==> config.mk <==
export PLATFORM = sky130hd
export DESIGN_NAME = bez_lerp
export DESIGN_NICKNAME = d
export VERILOG_FILES = /design/src/hw/rtl/bez_pkg.sv /design/src/hw/rtl/bez_lerp.sv
export SDC_FILE = /design/constraint.sdc
export NUM_CORES = 1
export LEC_CHECK = 0
export ABC_CLOCK_PERIOD_IN_PS = 15400
export BUFFER_PORTS_ARGS = -buffer_cell sky130_fd_sc_hd__buf_4
export CORE_ASPECT_RATIO = 1.5
export CORE_MARGIN = 2
export CORE_UTILIZATION = 57
export DETAILED_ROUTE_END_ITERATION = 12
export GPL_TIMING_DRIVEN = 0
export MAX_ROUTING_LAYER = met4
export PLACE_DENSITY = 0.75
export SLEW_MARGIN = 25
export SYNTH_ARGS = -nofsm -noshare
export SYNTH_HDL_FRONTEND = slang
export SYNTH_SLANG_ARGS = --single-unit
==> constraint.sdc <==
create_clock -name clk -period 15.4 [get_ports clk]
set_input_delay 3.08 -clock clk [delete_from_list [all_inputs] [get_ports clk]]
set_output_delay 3.08 -clock clk [all_outputs]
set_load 0.02 [all_outputs]
==> src/hw/rtl/bez_pkg.sv <==
`timescale 1ns / 1ps

package bez_pkg;

  localparam int FRAC_BITS = 16;
  localparam int PARAM_W   = FRAC_BITS + 1;
  localparam int AXES      = 3;
  localparam int HALF      = 1 << (FRAC_BITS - 1);

  typedef logic [PARAM_W-1:0] param_t;

  localparam param_t FRAC_ONE = param_t'(1 << FRAC_BITS);

endpackage

==> src/hw/rtl/bez_lerp.sv <==
`timescale 1ns / 1ps

module bez_lerp #(
  parameter int CW = 16
) (
  input  logic                  clk,
  input  logic                  en,
  input  bez_pkg::param_t       t,
  input  logic signed [CW-1:0]  a,
  input  logic signed [CW-1:0]  b,
  output logic signed [CW-1:0]  q
);

  localparam int PW = bez_pkg::PARAM_W + 1 + CW + 1;

  logic signed [CW:0]                   diff;
  logic signed [bez_pkg::PARAM_W:0]     t_s;
  logic signed [PW-1:0]                 prod;
  logic [PW-1:0]                        rnd;
  logic [CW-1:0]                        q_next;

  // a + ((t*(b-a) + half) >> 16), exact modulo 2^CW since the result is convex
  assign diff   = {b[CW-1], b} - {a[CW-1], a};
  assign t_s    = {1'b0, t};
  assign prod   = t_s * diff;
  assign rnd    = prod + PW'(bez_pkg::HALF);
  assign q_next = rnd[bez_pkg::FRAC_BITS +: CW] + a;

  always_ff @(posedge clk) begin
    if (en) begin
      q <= q_next;
    end
  end

endmodule

==> summary.txt <==
GRT
------------------------------------------------------------------------------------
Number of antenna violations at the first check in global routing                  1
Gr usage total                                                                 0.288
Number of global-route vias before repair                                      9,498
First-pass GRT wire length                                                   45.3 mm
GRT Residual Overflow                                                              0
Pin count of the biggest net entering global routing                              17

LOGIC SYNTHESIS
------------------------------------------------------------------------------------
Area share of the leading cell type in the synthesized netlist                 0.412
Post-synthesis cell count                                                      1,258
Yosys warning total                                                                0
Average cell area after synthesis                                           8.73 µm²
Number of synthesized flops with an enable pin                                    16
Most instantiated flip-flop cell in the synthesis netlist                   edfxtp_1
Area leader, netlist                                                            fa_1
Most instantiated cells after synthesis                                 inv_1, fa_1, nand2_1
Mapped Nets                                                                    1,672
Fraction of the yosys area taken by sequential cells                          0.0438
Most common cell in the synthesized netlist                                    inv_1
Count of cell types in the netlist                                                48
Share of flip-flops with an asynchronous set or reset after synthesis              0
Flops & latches, synth                                                            16
Cell types with the largest area share after synthesis                  fa_1, ha_1, inv_1
Mapped cell area                                                          11,000 µm²

SETUP PATH
------------------------------------------------------------------------------------
Most used cell, CP                                                              fa_1
Worst path top cell family by delay                                      adder cells
Worst Path Max Fanout                                                             10
Endpoint required time on the critical path                                15,380 ps
Highest cell delay on the worst timing path                                   850 ps
Worst path buffer plus inverter count                                              5
Max stage delay cell, worst path                                             xnor2_1
Critical setup path kind                                                   in -> reg
Kind of end point of the critical path                                     flip-flop
WP data arrival                                                            13,770 ps
CP startpoint kind                                                      primary input

DIE
------------------------------------------------------------------------------------
Width of the die                                                              117 µm
Area of the die                                                           20,400 µm²
Die Y-Extent                                                                  174 µm
Starting density of the core                                                   0.578
Core region area                                                          19,000 µm²
Count of standard-cell rows                                                       62
Number of ports placed on the die boundary                                        67

CTS
------------------------------------------------------------------------------------
Number of buffers between clock root and the deepest sink                          2
TritonCTS clock tree                                                           built
Number of hold buffers added after CTS                                             0
H-tree depth reported by CTS                                                       1
Quantity of gates resized following cts                                            0
Number of buffers created by CTS                                                   3
Number of buffers inserted by post-CTS setup repair                                0
# clock sinks                                                                     16
Worst-path clk slew                                                            50 ps
Clock Tree Root                                                            clkbuf_16

ROUTE
------------------------------------------------------------------------------------
Antenna Nets Post-Route                                                            0
Number of remaining DRC errors                                                     0
Total via count in the routed design                                           8,560
Mean number of vias per cell                                                    5.40
Detailed-route wire length per cell                                          17.3 µm
Total wire length after detailed routing                                     27.5 mm
First DRT Iteration DRCs                                                         395
Iteration count of the initial detailed-routing pass                               5

TIMING
------------------------------------------------------------------------------------
Final worst path period need                                               13,790 ps
Worst relative slew slack                                                      0.264
Final setup violation count                                                        0
Fmax                                                                        72.5 MHz
Final-report max-slew violation count                                              0
Worst slew pin tran                                                          1100 ps
Unrepaired setup endpoints after global routing                                   no
Summed negative setup slack over all endpoints                                  0 ps
Final Hold Viols                                                                   0
Share of the clock period used by the worst path                               0.895

FINAL LAYOUT
------------------------------------------------------------------------------------
Share of post-route cells with drive strength above 1                         0.0617
Layout Area Growth over Synthesis                                              8.28%
Post-Layout Inst Area                                                     11,900 µm²
Count of non-filler cells in the finished layout                               1,585
Nets@finish                                                                    1,743
Flip-flop count of the largest register after layout                              16
Area used by multi-input combinational logic                                9170 µm²
Filler cells                                                                   1,675
Largest registers in the final layout                                          q x16
Top register by number of flip-flops                                               q
Sequential cell area                                                         480 µm²

PLACED DESIGN
------------------------------------------------------------------------------------
HPWL after detailed placement                                                23.5 mm
Placer's final routability congestion estimate                                 0.926
# placed instances                                                             1,580
Placed Instance Area                                                      11,800 µm²
Quantity of I/O buffers inserted on ports                                         65

RUN
------------------------------------------------------------------------------------
Count of maximum capacitance violations                                            0

MIN PATH
------------------------------------------------------------------------------------
Cell depth of the worst hold path                                                  2
Class of the worst hold path                                               in -> reg
Beginning of the worst hold path                                                a[0]
Hold Crit Endpoint                                                              q[0]

STATUS
------------------------------------------------------------------------------------
Outcome                                                                 complete, no violations

==> layer usage <==
layer	GRT usage	wire length, µm
met5	-	0
met4	0.148	1760
met3	0.0217	1190
met2	0.542	15100
met1	0.298	9370
==> layout by cell type, fill, tap and decap left out, types with 29 or more instances in the layout <==
cell	instances
a21oi_1	29
and2_1	82
buf_4	66
clkbuf_1	34
fa_1	226
ha_1	137
inv_1	324
nand2_1	174
nor2_1	40
nor2b_1	33
xnor2_1	33
==> area by class of cell <==
type / count / area share
buffer: 34 / 0.0107
sequential: 16 / 0.0404
antenna: 1 / 0.000210
multi-input combinational: 884 / 0.771
clock buffer: 3 / 0.00631
tap: 256 / 0.0269
inverter: 324 / 0.102
clock inverter: 1 / 0.000316
timing repair buffer: 66 / 0.0417
==> worst max-delay path by stage <==
| stage | startpoint | to | depth (start not counted) |
|---|---|---|---|
| 2_1_floorplan | b[0] | q[15] | 40 |
| 3_3_place_gp | a[0] | q[15] | 40 |
| 3_5_place_dp | a[0] | q[15] | 37 |
| 4_1_cts | a[0] | q[15] | 37 |
| 5_1_grt | a[0] | q[15] | 37 |
| 6_report | a[0] | q[15] | 37 |
==> metrics by stage <==
step	hold WS, ps	util	setup WS [ps]
after floorplan	3190	-	3350
after global placement	3400	0.620	1260
after detailed placement	3410	0.621	1530
after CTS	3150	0.625	1760
after global routing	3160	0.626	1070
final	3150	0.626	1610
==> logic make-up (layout without fill, tap and decap cells) <==
logic type	Yosys count	after routing	share of synthesized area
simple gates	378	378	0.166
fa+ha+maj	363	363	0.568
buf+inv	358	428	0.122
compound gates	99	99	0.0628
xor+xnor	43	43	0.0362
flops	16	16	0.0438
mux	1	1	0.00103
other cells	0	1	0
Power is left out: the tool's default activity adds up to more than one toggle a clock period on the data nets, which glitch-free logic cannot reach.
